**config.mk**
```make
export PLATFORM = sky130hd
export DESIGN_NAME = masked_slot_mse_loss_flat
export DESIGN_NICKNAME = d
export VERILOG_FILES = /design/src/rtl/mssl_pkg.sv /design/src/rtl/mssl_in_if.sv /design/src/rtl/mssl_out_if.sv /design/src/rtl/mssl_ctrl.sv /design/src/rtl/mssl_dp.sv /design/src/rtl/masked_slot_mse_loss.sv /design/src/flat_wrapper.sv
export VERILOG_INCLUDE_DIRS = /design/src /design/src/rtl
export SDC_FILE = /design/constraint.sdc
export NUM_CORES = 1
export LEC_CHECK = 0
export ABC_AREA = 1
export BUFFER_PORTS_ARGS = -buffer_cell sky130_fd_sc_hd__buf_2
export CAP_MARGIN = 20
export CELL_PAD_IN_SITES_DETAIL_PLACEMENT = 1
export CELL_PAD_IN_SITES_GLOBAL_PLACEMENT = 1
export CORE_MARGIN = 2
export CORE_UTILIZATION = 52
export CTS_CLUSTER_DIAMETER = 200
export DETAILED_ROUTE_END_ITERATION = 10
export PLACE_DENSITY = 0.93
export SETUP_SLACK_MARGIN = 0.02
export SLEW_MARGIN = 10
export SYNTH_ARGS = -nofsm -noshare
export SYNTH_HDL_FRONTEND = slang
export SYNTH_HIERARCHICAL = 1
export SYNTH_SLANG_ARGS = --single-unit
```
**constraint.sdc**
```tcl
create_clock -name clk -period 14.6 [get_ports clk]
set_clock_uncertainty 0.15 [all_clocks]
set_input_delay 0 -clock clk [delete_from_list [all_inputs] [get_ports clk]]
set_output_delay 0 -clock clk [all_outputs]
set_load 0.02 [all_outputs]
```
**src/rtl/assert_macros.svh**
```systemverilog
// Assertion macros shared by the RTL; each expects clk and arst_n in scope.
`ifndef ASSERT_MACROS_SVH
`define ASSERT_MACROS_SVH

// The property must hold at every clock edge outside reset.
`define MSSL_ASSERT(lbl, prop, msg) \
	lbl: assert property (@(posedge clk) disable iff (!arst_n) (prop)) else $error(msg);

// The consequent must hold in the cycle after the antecedent.
`define MSSL_ASSERT_NEXT(lbl, ante, cons, msg) \
	lbl: assert property (@(posedge clk) disable iff (!arst_n) (ante) |=> (cons)) \
		else $error(msg);

`endif

```
**src/rtl/mssl_pkg.sv**
```systemverilog
// Package with the payload types, fixed widths and control structs of the loss block.
package mssl_pkg;

	localparam int OBS_W  = 16;
	localparam int GRAD_W = 17;
	localparam int MAG_W  = 16;
	localparam int SQ_W   = 32;
	localparam int LOSS_W = 32;
	localparam logic signed [OBS_W-1:0] HALF_Q412 = 16'sd2048;

	typedef struct packed {
		logic signed [OBS_W-1:0] observed;
		logic signed [OBS_W-1:0] reconstructed;
	} in_word_t;

	typedef struct packed {
		logic signed [GRAD_W-1:0] gradient;
		logic [LOSS_W-1:0]        loss;
		logic                     vector_done;
	} out_word_t;

	typedef struct packed {
		logic idle;
		logic square;
		logic accum;
		logic div_step;
		logic load_out;
	} ctrl_cmd_t;

	typedef struct packed {
		logic in_fire;
		logic last;
		logic div_done;
		logic out_free;
	} ctrl_sts_t;

endpackage

```
**src/rtl/mssl_in_if.sv**
```systemverilog
// Input channel interface carrying one observed and reconstructed pair per word.
interface mssl_in_if import mssl_pkg::*; ();
	logic     valid;
	logic     ready;
	in_word_t data;

	modport source(output valid, output data, input ready);
	modport sink(input valid, input data, output ready);
endinterface

```
**src/rtl/mssl_out_if.sv**
```systemverilog
// Output channel interface carrying gradient, loss and the end-of-vector flag.
interface mssl_out_if import mssl_pkg::*; ();
	logic      valid;
	logic      ready;
	out_word_t data;

	modport source(output valid, output data, input ready);
	modport sink(input valid, input data, output ready);
endinterface

```
**src/rtl/mssl_ctrl.sv**
```systemverilog
// Controller state machine that sequences accept, square, accumulate, divide and output.
module mssl_ctrl import mssl_pkg::*; (
	input  logic      clk,
	input  logic      arst_n,
	input  ctrl_sts_t sts,
	output ctrl_cmd_t cmd
);
	localparam logic [2:0] ST_IDLE = 3'd0;
	localparam logic [2:0] ST_SQR  = 3'd1;
	localparam logic [2:0] ST_ACC  = 3'd2;
	localparam logic [2:0] ST_DIV  = 3'd3;
	localparam logic [2:0] ST_PUT  = 3'd4;

	logic [2:0] state_q;
	logic [2:0] state_nx;

	always_comb begin
		state_nx = state_q;
		unique case (state_q)
			ST_IDLE: if (sts.in_fire) state_nx = ST_SQR;
			ST_SQR:  state_nx = ST_ACC;
			ST_ACC:  state_nx = sts.last ? ST_DIV : ST_PUT;
			ST_DIV:  if (sts.div_done) state_nx = ST_PUT;
			ST_PUT:  if (sts.out_free) state_nx = ST_IDLE;
			default: state_nx = ST_IDLE;
		endcase
	end

	always_ff @(posedge clk or negedge arst_n) begin
		if (!arst_n) begin
			state_q <= ST_IDLE;
		end else begin
			state_q <= state_nx;
		end
	end

	always_comb begin
		cmd.idle     = (state_q == ST_IDLE);
		cmd.square   = (state_q == ST_SQR);
		cmd.accum    = (state_q == ST_ACC);
		cmd.div_step = (state_q == ST_DIV);
		cmd.load_out = (state_q == ST_PUT) && sts.out_free;
	end
endmodule

```
**src/rtl/mssl_dp.sv**
```systemverilog
// Datapath: slot masking, squaring, accumulation, serial divider and output register.
`include "assert_macros.svh"
module mssl_dp import mssl_pkg::*; #(
	parameter int SELF_COUNT  = 16,
	parameter int ENEMY_SLOTS = 4,
	parameter int ENEMY_WIDTH = 8,
	parameter int ALLY_SLOTS  = 4,
	parameter int ALLY_WIDTH  = 8
) (
	input  logic       clk,
	input  logic       arst_n,
	input  ctrl_cmd_t  cmd,
	output ctrl_sts_t  sts,
	mssl_in_if.sink    samples,
	mssl_out_if.source results
);
	localparam int ENEMY_END = SELF_COUNT + ENEMY_SLOTS * ENEMY_WIDTH;
	localparam int VEC_LEN   = ENEMY_END + ALLY_SLOTS * ALLY_WIDTH;
	localparam int POS_W     = $clog2(VEC_LEN + 1);
	localparam int CNT_W     = $clog2(VEC_LEN + 1);
	localparam int MAX_SW    = (ENEMY_WIDTH > ALLY_WIDTH) ? ENEMY_WIDTH : ALLY_WIDTH;
	localparam int SLOT_W    = $clog2(MAX_SW + 1);
	localparam int SUM_W     = SQ_W + CNT_W;
	localparam int DIV_W     = CNT_W + 1;
	localparam int STEP_W    = $clog2(SUM_W + 1);

	// Position and slot tracking.
	logic [POS_W-1:0]  pos_q;
	logic [SLOT_W-1:0] slot_idx_q;
	logic              slot_valid_q;

	// Per-word pipeline registers.
	logic signed [GRAD_W-1:0] grad_s1;
	logic [MAG_W-1:0]         mag_s1;
	logic                     contrib_s1;
	logic                     last_s1;
	logic [SQ_W-1:0]          sq_s2;

	// Accumulators and divider.
	logic [SUM_W-1:0] sum_q;
	logic [CNT_W-1:0] cnt_q;
	logic [SUM_W-1:0] quo_q;
	logic [DIV_W-1:0] rem_q;
	logic [DIV_W-1:0] dvs_q;
	logic [STEP_W-1:0] step_q;
	logic              zero_cnt_q;

	// Output register.
	logic      out_valid_q;
	out_word_t out_q;

	logic                     fire;
	logic signed [OBS_W-1:0]  obs;
	logic signed [GRAD_W-1:0] diff;
	logic signed [GRAD_W-1:0] neg_diff;
	logic                     in_self;
	logic [SLOT_W-1:0]        width_sel;
	logic                     slot_ok;
	logic                     contrib;
	logic [SLOT_W-1:0]        slot_inc;
	logic                     last_now;
	logic [SUM_W-1:0]         sum_nx;
	logic [CNT_W-1:0]         cnt_nx;
	logic [DIV_W+1:0]         trial;
	logic                     borrow;
	logic [LOSS_W-1:0]        loss_word;
	logic                     out_free;

	assign fire     = samples.valid && samples.ready;
	assign obs      = samples.data.observed;
	assign diff     = {samples.data.reconstructed[OBS_W-1], samples.data.reconstructed}
	                - {obs[OBS_W-1], obs};
	assign neg_diff = -diff;
	assign in_self  = pos_q < POS_W'(SELF_COUNT);
	assign width_sel = (pos_q < POS_W'(ENEMY_END)) ? SLOT_W'(ENEMY_WIDTH) : SLOT_W'(ALLY_WIDTH);
	// The first element of each slot decides whether the whole slot counts.
	assign slot_ok  = (slot_idx_q == '0) ? (obs > HALF_Q412) : slot_valid_q;
	assign contrib  = in_self || slot_ok;
	assign slot_inc = slot_idx_q + SLOT_W'(1);
	assign last_now = pos_q >= POS_W'(VEC_LEN - 1);

	always_ff @(posedge clk or negedge arst_n) begin
		if (!arst_n) begin
			pos_q        <= '0;
			slot_idx_q   <= '0;
			slot_valid_q <= 1'b0;
		end else if (fire) begin
			if (last_now) begin
				pos_q        <= '0;
				slot_idx_q   <= '0;
				slot_valid_q <= 1'b0;
			end else begin
				pos_q <= pos_q + POS_W'(1);
				if (!in_self) begin
					slot_valid_q <= slot_ok;
					slot_idx_q   <= (slot_inc >= width_sel) ? '0 : slot_inc;
				end
			end
		end
	end

	always_ff @(posedge clk) begin
		if (fire) begin
			grad_s1    <= contrib ? diff : '0;
			mag_s1     <= contrib ? (diff[GRAD_W-1] ? neg_diff[MAG_W-1:0] : diff[MAG_W-1:0])
			                      : '0;
			contrib_s1 <= contrib;
			last_s1    <= last_now;
		end
		if (cmd.square) begin
			sq_s2 <= SQ_W'(mag_s1) * SQ_W'(mag_s1);
		end
	end

	assign sum_nx = sum_q + SUM_W'(sq_s2);
	assign cnt_nx = cnt_q + CNT_W'(contrib_s1);

	always_ff @(posedge clk or negedge arst_n) begin
		if (!arst_n) begin
			sum_q <= '0;
			cnt_q <= '0;
		end else if (cmd.accum) begin
			if (last_s1) begin
				sum_q <= '0;
				cnt_q <= '0;
			end else begin
				sum_q <= sum_nx;
				cnt_q <= cnt_nx;
			end
		end
	end

	// Restoring divider: one quotient bit per cycle, sum over twice the count.
	assign trial  = {1'b0, rem_q, quo_q[SUM_W-1]} - {2'b00, dvs_q};
	assign borrow = trial[DIV_W+1];

	always_ff @(posedge clk) begin
		if (cmd.accum && last_s1) begin
			quo_q      <= sum_nx;
			rem_q      <= '0;
			dvs_q      <= {cnt_nx, 1'b0};
			zero_cnt_q <= (cnt_nx == '0);
			step_q     <= '0;
		end else if (cmd.div_step) begin
			quo_q  <= {quo_q[SUM_W-2:0], ~borrow};
			rem_q  <= borrow ? {rem_q[DIV_W-2:0], quo_q[SUM_W-1]} : trial[DIV_W-1:0];
			step_q <= step_q + STEP_W'(1);
		end
	end

	assign loss_word = (last_s1 && !zero_cnt_q) ? quo_q[LOSS_W-1:0] : '0;
	assign out_free  = !out_valid_q || results.ready;

	always_ff @(posedge clk or negedge arst_n) begin
		if (!arst_n) begin
			out_valid_q <= 1'b0;
		end else if (cmd.load_out) begin
			out_valid_q <= 1'b1;
		end else if (results.ready) begin
			out_valid_q <= 1'b0;
		end
	end

	always_ff @(posedge clk) begin
		if (cmd.load_out) begin
			out_q.gradient    <= grad_s1;
			out_q.loss        <= loss_word;
			out_q.vector_done <= last_s1;
		end
	end

	assign samples.ready = cmd.idle;
	assign results.valid = out_valid_q;
	assign results.data  = out_q;

	always_comb begin
		sts.in_fire  = fire;
		sts.last     = last_s1;
		sts.div_done = (step_q == STEP_W'(SUM_W - 1));
		sts.out_free = out_free;
	end

	`MSSL_ASSERT(a_load_free, !cmd.load_out || out_free, "output word overwritten before taken")
	`MSSL_ASSERT(a_loss_only_last, !out_valid_q || out_q.vector_done || out_q.loss == '0, "early loss")
	`MSSL_ASSERT_NEXT(a_wrap_pos, fire && last_now, pos_q == '0, "position did not wrap")
endmodule

```
**src/rtl/masked_slot_mse_loss.sv**
```systemverilog
// Top level of the masked slot mean-squared-error loss block.
//
//  channel   dir  payload                               handshake
//  samples   in   observed, reconstructed (Q4.12)       valid/ready
//  results   out  gradient, loss (Q8.24), vector_done   valid/ready
//
// An ordinary word steps through accept, square, accumulate and output load.
// The last word of a vector also passes through the bit-serial divider, whose dividend
// is SQ_W plus count width bits (39 by default), to form the sum over twice count.
// A new word is accepted while the previous result still waits in the output register.
// A stalled output holds the controller in its output state until the word is taken.
// Reset clears the vector position, slot tracking, accumulators and valid flags.
module masked_slot_mse_loss import mssl_pkg::*; #(
	parameter int SELF_COUNT  = 16,
	parameter int ENEMY_SLOTS = 4,
	parameter int ENEMY_WIDTH = 8,
	parameter int ALLY_SLOTS  = 4,
	parameter int ALLY_WIDTH  = 8
) (
	input  logic       clk,
	input  logic       arst_n,
	mssl_in_if.sink    samples,
	mssl_out_if.source results
);
	ctrl_cmd_t cmd;
	ctrl_sts_t sts;

	mssl_ctrl u_ctrl (
		.clk    (clk),
		.arst_n (arst_n),
		.sts    (sts),
		.cmd    (cmd)
	);

	mssl_dp #(
		.SELF_COUNT  (SELF_COUNT),
		.ENEMY_SLOTS (ENEMY_SLOTS),
		.ENEMY_WIDTH (ENEMY_WIDTH),
		.ALLY_SLOTS  (ALLY_SLOTS),
		.ALLY_WIDTH  (ALLY_WIDTH)
	) u_dp (
		.clk     (clk),
		.arst_n  (arst_n),
		.cmd     (cmd),
		.sts     (sts),
		.samples (samples),
		.results (results)
	);
endmodule
```
**src/flat_wrapper.sv**
```systemverilog
// flat-port wrapper written by rule: the top's interface ports become plain ports
module masked_slot_mse_loss_flat import mssl_pkg::*;
#(
	parameter int SELF_COUNT  = 16,
	parameter int ENEMY_SLOTS = 4,
	parameter int ENEMY_WIDTH = 8,
	parameter int ALLY_SLOTS  = 4,
	parameter int ALLY_WIDTH  = 8
)
  (clk, arst_n, samples_valid, samples_data, samples_ready, results_valid, results_data, results_ready);
  mssl_in_if samples_i ();
  mssl_out_if results_i ();
  input  logic clk;
  input  logic arst_n;
  input wire logic [$bits(samples_i.valid)-1:0] samples_valid;
  input wire logic [$bits(samples_i.data)-1:0] samples_data;
  output wire logic [$bits(samples_i.ready)-1:0] samples_ready;
  output wire logic [$bits(results_i.valid)-1:0] results_valid;
  output wire logic [$bits(results_i.data)-1:0] results_data;
  input wire logic [$bits(results_i.ready)-1:0] results_ready;
  assign samples_i.valid = samples_valid;
  assign samples_i.data = samples_data;
  assign samples_ready = samples_i.ready;
  assign results_valid = results_i.valid;
  assign results_data = results_i.data;
  assign results_i.ready = results_ready;
  masked_slot_mse_loss #(.SELF_COUNT(SELF_COUNT), .ENEMY_SLOTS(ENEMY_SLOTS), .ENEMY_WIDTH(ENEMY_WIDTH), .ALLY_SLOTS(ALLY_SLOTS), .ALLY_WIDTH(ALLY_WIDTH)) u_core (.clk(clk), .arst_n(arst_n), .samples(samples_i), .results(results_i));
endmodule
```
==> impl_metrics.py, run 1 <==
metrics = {
    "timing": {
        "period_needed_ns": 6.60,
        "relSlewSlack": 0.268,
        "hold_violations": 0,
        "finalCritPeriodShare": 0.452,
        "fmax_mhz": 151,
        "setup_viol": 0,
        "rsz0062_at_grt": "false",
        "setup_tns_ns": 0,
        "finalMaxSlewViolations": 0,
        "tightest_slew_ns": 1.09,
    },
    "finish": {
        "fin_nets": 2969,
        "area_delta_synth_final_pct": 9.15,
        "antenna_cells": 0,
        "final_util": 0.572,
        "layout-drive-gt1-share": 0.0701,
    },
    "placement": {
        "gp_congestion": 0.921,
        "portBuffers": 87,
        "dp_hpwl_um": 47700,
    },
    "grt": {
        "grt_antenna_before_repair": 0,
        "grt_use_total": 0.308,
        "grt_pass1_vias": 19600,
        "grt_max_degree": 63,
        "grt_overflow_total": 0,
        "grt_pass1_wl_um": 101000,
    },
    "route": {
        "dr_total_vias": 17300,
        "met1_length_um": 24300,
        "routedWlPerCell_um": 19.8,
        "ant_nets": 0,
        "vias_per_cell": 5.51,
        "wl_met2_um": 33100,
        "drt_wl_total_um": 62200,
        "drc_errors": 0,
        "drt_pass1_iterations": 5,
        "drt_iter0_markers": 926,
        "wl_met3_um": 2050,
        "top_layer_used": "met4",
    },
    "synth": {
        "synth_commonest_cells": "nand2_1 (618), inv_1 (528), nor2_1 (178)",
        "synth_seq_cells": 238,
        "yosysTopAreaCellShare": 0.235,
        "synthFlopType": "edfxtp_1",
        "syn-instance-count": 2528,
        "ys_types": 50,
        "syn_nets": 2896,
        "yosysTopAreaCell": "edfxtp_1",
        "syn_area_per_cell_um2": 8.18,
        "synth_edf_count": 162,
        "synth_most_common_cell": "nand2_1",
        "yosysWarnings": 6,
        "synthTopCellsByArea": "edfxtp_1 (24%), fa_1 (16%), nand2_1 (11%)",
        "seq_area_frac_synth": 0.324,
        "async_flop_share": 0.261,
        "syn_area_um2": 20700,
    },
    "status": {
        "outcome": "finished clean",
    },
    "die": {
        "core_um2": 39500,
        "initial_core_util": 0.524,
        "die_h_um": 203,
        "die_w_um": 203,
        "ios": 88,
        "dieArea_um2": 41400,
        "num_rows": 73,
    },
    "critical_path": {
        "worstPathArrival_ns": 6.78,
        "cp_data_required_time_ns": 14.78,
        "crit_fanout": 18,
        "critPathKind": "reg -> reg",
        "endpoint_kind": "flop",
        "start_kind": "flop",
    },
    "clock_network": {
        "path_clk_slew_ns": 0.06,
        "cts_tree": "yes",
        "cts_root_buf": "clkbuf_16",
        "h-tree-depth": 1,
        "cts_buffer_depth": 3,
        "clkLatencyLatePin_ns": 0.58,
        "cts_inserted_buffers": 28,
        "clkSinkCount": 238,
    },
    "hold_path": {
        "hp-class": "in -> reg",
    },
    "run": {
        "max_cap_viol_count": 0,
    },
}
-- critical path, cell delays in order (launching register included) --
cell and delay (ns):
edfxtp_1 0.86, nand2_1 0.22, inv_1 0.18, fa_1 0.52
fa_1 0.60, fa_1 0.53, fa_1 0.51, fa_1 0.58
inv_1 0.08, fa_1 0.53, inv_1 0.04, ha_1 0.39
nand4_1 0.17, nor3_1 0.34, nand4_1 0.20, nand3_1 0.23
a21oi_1 0.11, xnor2_1 0.13
-- per-layer routing --
| layer | track usage | vias up |
|---|---|---|
| met4 | 0.123 | 0 |
| met5 | 0 | - |
| li1 | - | 8089 |
| met1 | 0.352 | 8679 |
| met2 | 0.591 | 421 |
| met3 | 0.0267 | 156 |
-- state kept, by name, summed over array words and instances, names as in the netlist, 3 cells and up --
signal,cells
u_core/u_ctrl/state_q,3
u_core/u_dp/cnt_q,7
u_core/u_dp/dvs_q,7
u_core/u_dp/grad_s1,17
u_core/u_dp/mag_s1,15
u_core/u_dp/pos_q,7
u_core/u_dp/quo_q,39
u_core/u_dp/rem_q,8
u_core/u_dp/results.data,50
u_core/u_dp/slot_idx_q,4
u_core/u_dp/sq_s2,31
u_core/u_dp/step_q,6
u_core/u_dp/sum_q,39
-- through the flow --
stage | std cells | setup slack (ns) | hold WS, ns | area (µm²)
5_1_grt | 3148 | 7.70 | 0.0601 | 22600
3_3_place_gp | 3089 | 8.23 | 0.0973 | 21600
6_report | 3148 | 8.00 | 0.0215 | 22600
4_1_cts | 3148 | 8.02 | 0.00916 | 22600
2_1_floorplan | 2528 | 8.37 | -0.446 | 20700
3_5_place_dp | 3089 | 8.03 | 0.124 | 21600
-- cell usage in the layout, fill, tap and decap left out, types with 8 or more instances in the layout --
master     count
o21bai_1       9
a21oi_1      110
dfxtp_1       14
nand3_1      134
nor2_1       178
dfrtp_1       62
inv_1        528
nand4_1       30
xor2_1        39
o21ai_0      109
buf_4          9
fa_1         166
edfxtp_1     162
nor3_1        20
or2_2         14
buf_2         87
clkbuf_16     28
nand2_2        8
xnor2_1       24
ha_1         166
nand2_1      617
-- cell type report --
| cell class | instances | area [µm²] |
|---|---|---|
| clock buffers | 38 | 768 |
| clock inverters | 14 | 134 |
| fillers | 4793 | 16900 |
| inverters | 534 | 2000 |
| multi-input cells | 1696 | 11700 |
| flip-flops and latches | 238 | 6700 |
| well taps | 525 | 657 |
| repair buffers | 103 | 573 |
-- worst paths after layout --
check	slack [ns]	cells past startpoint	startpoint	end
worst max-delay path	8.00	17	u_core/u_dp/mag_s1[13]	u_core/u_dp/sq_s2[25]
max in group asynchronous	13.63	3	arst_n	u_core/u_dp/results.valid
worst min-delay path	0.02	5	samples_data[4]	u_core/u_dp/mag_s1[4]
min in group asynchronous	0.04	3	arst_n	u_core/u_dp/sum_q[32]
worst max register to register	8.00	17	u_core/u_dp/mag_s1[13]	u_core/u_dp/sq_s2[25]
worst min register to register	0.28	0	u_core/u_dp/grad_s1[9]	u_core/u_dp/results.data[42]
-- cell families after synthesis --
kind of cell	synth area share
mux	0.00103
xor+xnor	0.0267
simple gates	0.207
flops	0.324
compound gates	0.0706
buf+inv	0.109
fa+ha+maj	0.261
-- timing repair --
action | in CTS | in global routing
endpoints found under the hold margin | 83 | 0
hold buffers | 7 | 0
gates resized for setup | 0 | 0
setup buffers | 0 | 0
Power of run 1 is left out: the tool's default activity adds up to more than one toggle a clock period on the data nets, which glitch-free logic cannot reach.
==> run 2: changes to the inputs <==
--- a/config.mk
+++ b/config.mk
@@ -12,10 +12,10 @@
 export CELL_PAD_IN_SITES_DETAIL_PLACEMENT = 1
 export CELL_PAD_IN_SITES_GLOBAL_PLACEMENT = 1
 export CORE_MARGIN = 2
-export CORE_UTILIZATION = 52
+export CORE_UTILIZATION = 48
 export CTS_CLUSTER_DIAMETER = 200
 export DETAILED_ROUTE_END_ITERATION = 10
-export PLACE_DENSITY = 0.93
+export PLACE_DENSITY = 0.87
 export SETUP_SLACK_MARGIN = 0.02
 export SLEW_MARGIN = 10
 export SYNTH_ARGS = -nofsm -noshare
==> constraint.sdc (replaced) <==
create_clock -name clk -period 6.1 [get_ports clk]
set_clock_uncertainty 0.15 [all_clocks]
set_input_delay 0 -clock clk [delete_from_list [all_inputs] [get_ports clk]]
set_output_delay 0 -clock clk [all_outputs]
set_load 0.02 [all_outputs]
==> impl_metrics.py, run 2 (same netlist as run 1, synthesis figures left out) <==
metrics = {
    "grt": {
        "grt_use_total": 0.276,
        "grt_antenna_before_repair": 2,
        "grt_pass1_vias": 19500,
        "grt_pass1_wl_um": 98600,
        "grt_max_degree": 63,
        "grt_overflow_total": 0,
    },
    "timing": {
        "setup_ws_ns": 0.0364,
        "finalMaxSlewViolations": 0,
        "period_needed_ns": 6.06,
        "hold_violations": 0,
        "setup_viol": 0,
        "tightest_slew_ns": 0.977,
        "rsz0062_at_grt": "true",
        "relSlewSlack": 0.346,
        "fmax_mhz": 165,
        "finalCritPeriodShare": 0.994,
    },
    "route": {
        "drt_iter0_markers": 1051,
        "drt_wl_total_um": 63900,
        "vias_per_cell": 5.48,
        "drt_pass1_iterations": 5,
        "routedWlPerCell_um": 19.8,
        "dr_total_vias": 17700,
        "drc_errors": 0,
        "ant_nets": 0,
    },
    "die": {
        "die_w_um": 212,
        "ios": 88,
        "dieArea_um2": 44700,
        "num_rows": 76,
        "initial_core_util": 0.483,
        "core_um2": 42800,
        "die_h_um": 212,
    },
    "critical_path": {
        "start_kind": "flop",
        "worstPathArrival_ns": 6.22,
        "critPathKind": "reg -> reg",
        "crit_fanout": 11,
        "cp_top_family": "adder cells",
        "path_buf_inv": 6,
        "cpMaxStageDelayCell": "fa_1",
        "cp_data_required_time_ns": 6.25,
        "slowest_delay_ns": 0.58,
        "endpoint_kind": "flop",
        "path_cells": "buf_4 -> nand2_1 -> inv_1 -> ha_1 -> xor2_1 -> fa_1 -> inv_1 -> fa_1 -> fa_1 -> fa_1 -> inv_1 -> fa_1 -> inv_1 -> ha_2 -> a21oi_2 -> o21ai_0 -> inv_1 -> nor2_1 -> nor2_1 -> nand3_2 -> a21oi_2 -> xnor2_1",
    },
    "finish": {
        "final_util": 0.543,
        "fill_cells": 5196,
        "area_delta_synth_final_pct": 12.5,
        "final_common_cell": "nand2_1",
        "layout-drive-gt1-share": 0.102,
        "multi_input_area_um2": 11900,
        "fin_nets": 3023,
        "largest_reg_flops": 50,
        "regArea_um2": 6700,
        "final_cell_mix": "nand2_1 (616), inv_1 (528), nor2_1 (173)",
    },
    "clock_network": {
        "cts_inserted_buffers": 27,
        "cts_root_buf": "clkbuf_16",
        "clkLatencyLatePin_ns": 0.60,
        "path_clk_slew_ns": 0.06,
        "h-tree-depth": 1,
        "cts_tree": "yes",
        "cts_buffer_depth": 3,
        "clkSinkCount": 238,
    },
    "placement": {
        "gp_congestion": 0.924,
        "portBuffers": 87,
        "post-place-ws_ns": -0.0112,
        "dp_hpwl_um": 47200,
    },
    "status": {
        "outcome": "finished clean",
    },
    "hold_path": {
        "hp-class": "in -> async",
    },
    "run": {
        "max_cap_viol_count": 0,
    },
}
[run 2: changes by cell type in the layout (fill, tap and decap cells not counted), moves of 5 or more]
cell and change:
buf_4 +44, a21oi_1 -11, a21oi_2 +11, ha_1 -9, ha_2 +7, clkbuf_1 -6
dlygate4sd3_1 +6, nor2_1 -5, nor2_2 +5, o21ai_0 -5
[run 2: area by class of cell]
type                            count  share of cell area
Clock inverter                     22              0.0105
Timing Repair Buffer              158              0.0447
Clock buffer                       28              0.0292
Sequential cell                   238               0.288
Multi-Input combinational cell   1696               0.512
Tap cell                          546              0.0294
Antenna cell                        2            0.000215
Inverter                          534              0.0862
[run 2: worst paths after layout]
check,from,to,slack [ns],cells past startpoint
min in group clk,samples_data[31],u_core/u_dp/grad_s1[15],0.04,6
worst min register to register,u_core/u_dp/grad_s1[13],u_core/u_dp/results.data[46],0.29,0
worst max-delay path,u_core/u_dp/mag_s1[2],u_core/u_dp/sq_s2[26],0.04,22
max in group asynchronous,arst_n,u_core/u_dp/cnt_q[1],5.19,3
worst max register to register,u_core/u_dp/mag_s1[2],u_core/u_dp/sq_s2[26],0.04,22
worst min-delay path,arst_n,u_core/u_dp/sum_q[6],0.03,3
[run 2: metal layers]
layer / vias to the layer above / share of wire / global-route usage / wire, µm
met5: - / 0 / 0 / 0
met4: 0 / 0.051 / 0.107 / 3230
met3: 227 / 0.038 / 0.0279 / 2440
met2: 518 / 0.52 / 0.527 / 33400
met1: 8713 / 0.39 / 0.314 / 24800
li1: 8201 / - / - / -
[run 2: worst reg2reg max path, stage by stage (launching register included)]
cell      delay, ns
edfxtp_1       0.41
buf_4          0.21
nand2_1        0.09
inv_1          0.06
ha_1           0.35
xor2_1         0.38
fa_1           0.52
inv_1          0.10
fa_1           0.44
fa_1           0.54
fa_1           0.58
inv_1          0.07
fa_1           0.53
inv_1          0.04
ha_2           0.32
a21oi_2        0.17
o21ai_0        0.10
inv_1          0.08
nor2_1         0.04
nor2_1         0.11
nand3_2        0.16
a21oi_2        0.20
xnor2_1        0.10
[run 2: through the flow]
stage,instances,TNS [ns],hold slack (ns),instance area [µm²]
after CTS,3199,0,0.0222,22900
after global routing,3224,-0.890,0.0741,23200
after detailed placement,3130,-0.0112,0.112,21800
after global placement,3130,0,0.101,21800
after floorplan,2528,0,-0.446,20700
final,3224,0,0.0350,23200
[run 2: repair_timing]
action                                  4_1_cts  5_1_grt
hold buffers                                 13        0
resized for setup                             1       46
endpoints found under the hold margin        83        0
endpoints found under the setup margin        4       17
pin swaps                                     0        6
setup buffers                                 6       22
cloned                                        0        0
Power of run 2 is left out for the same reason.
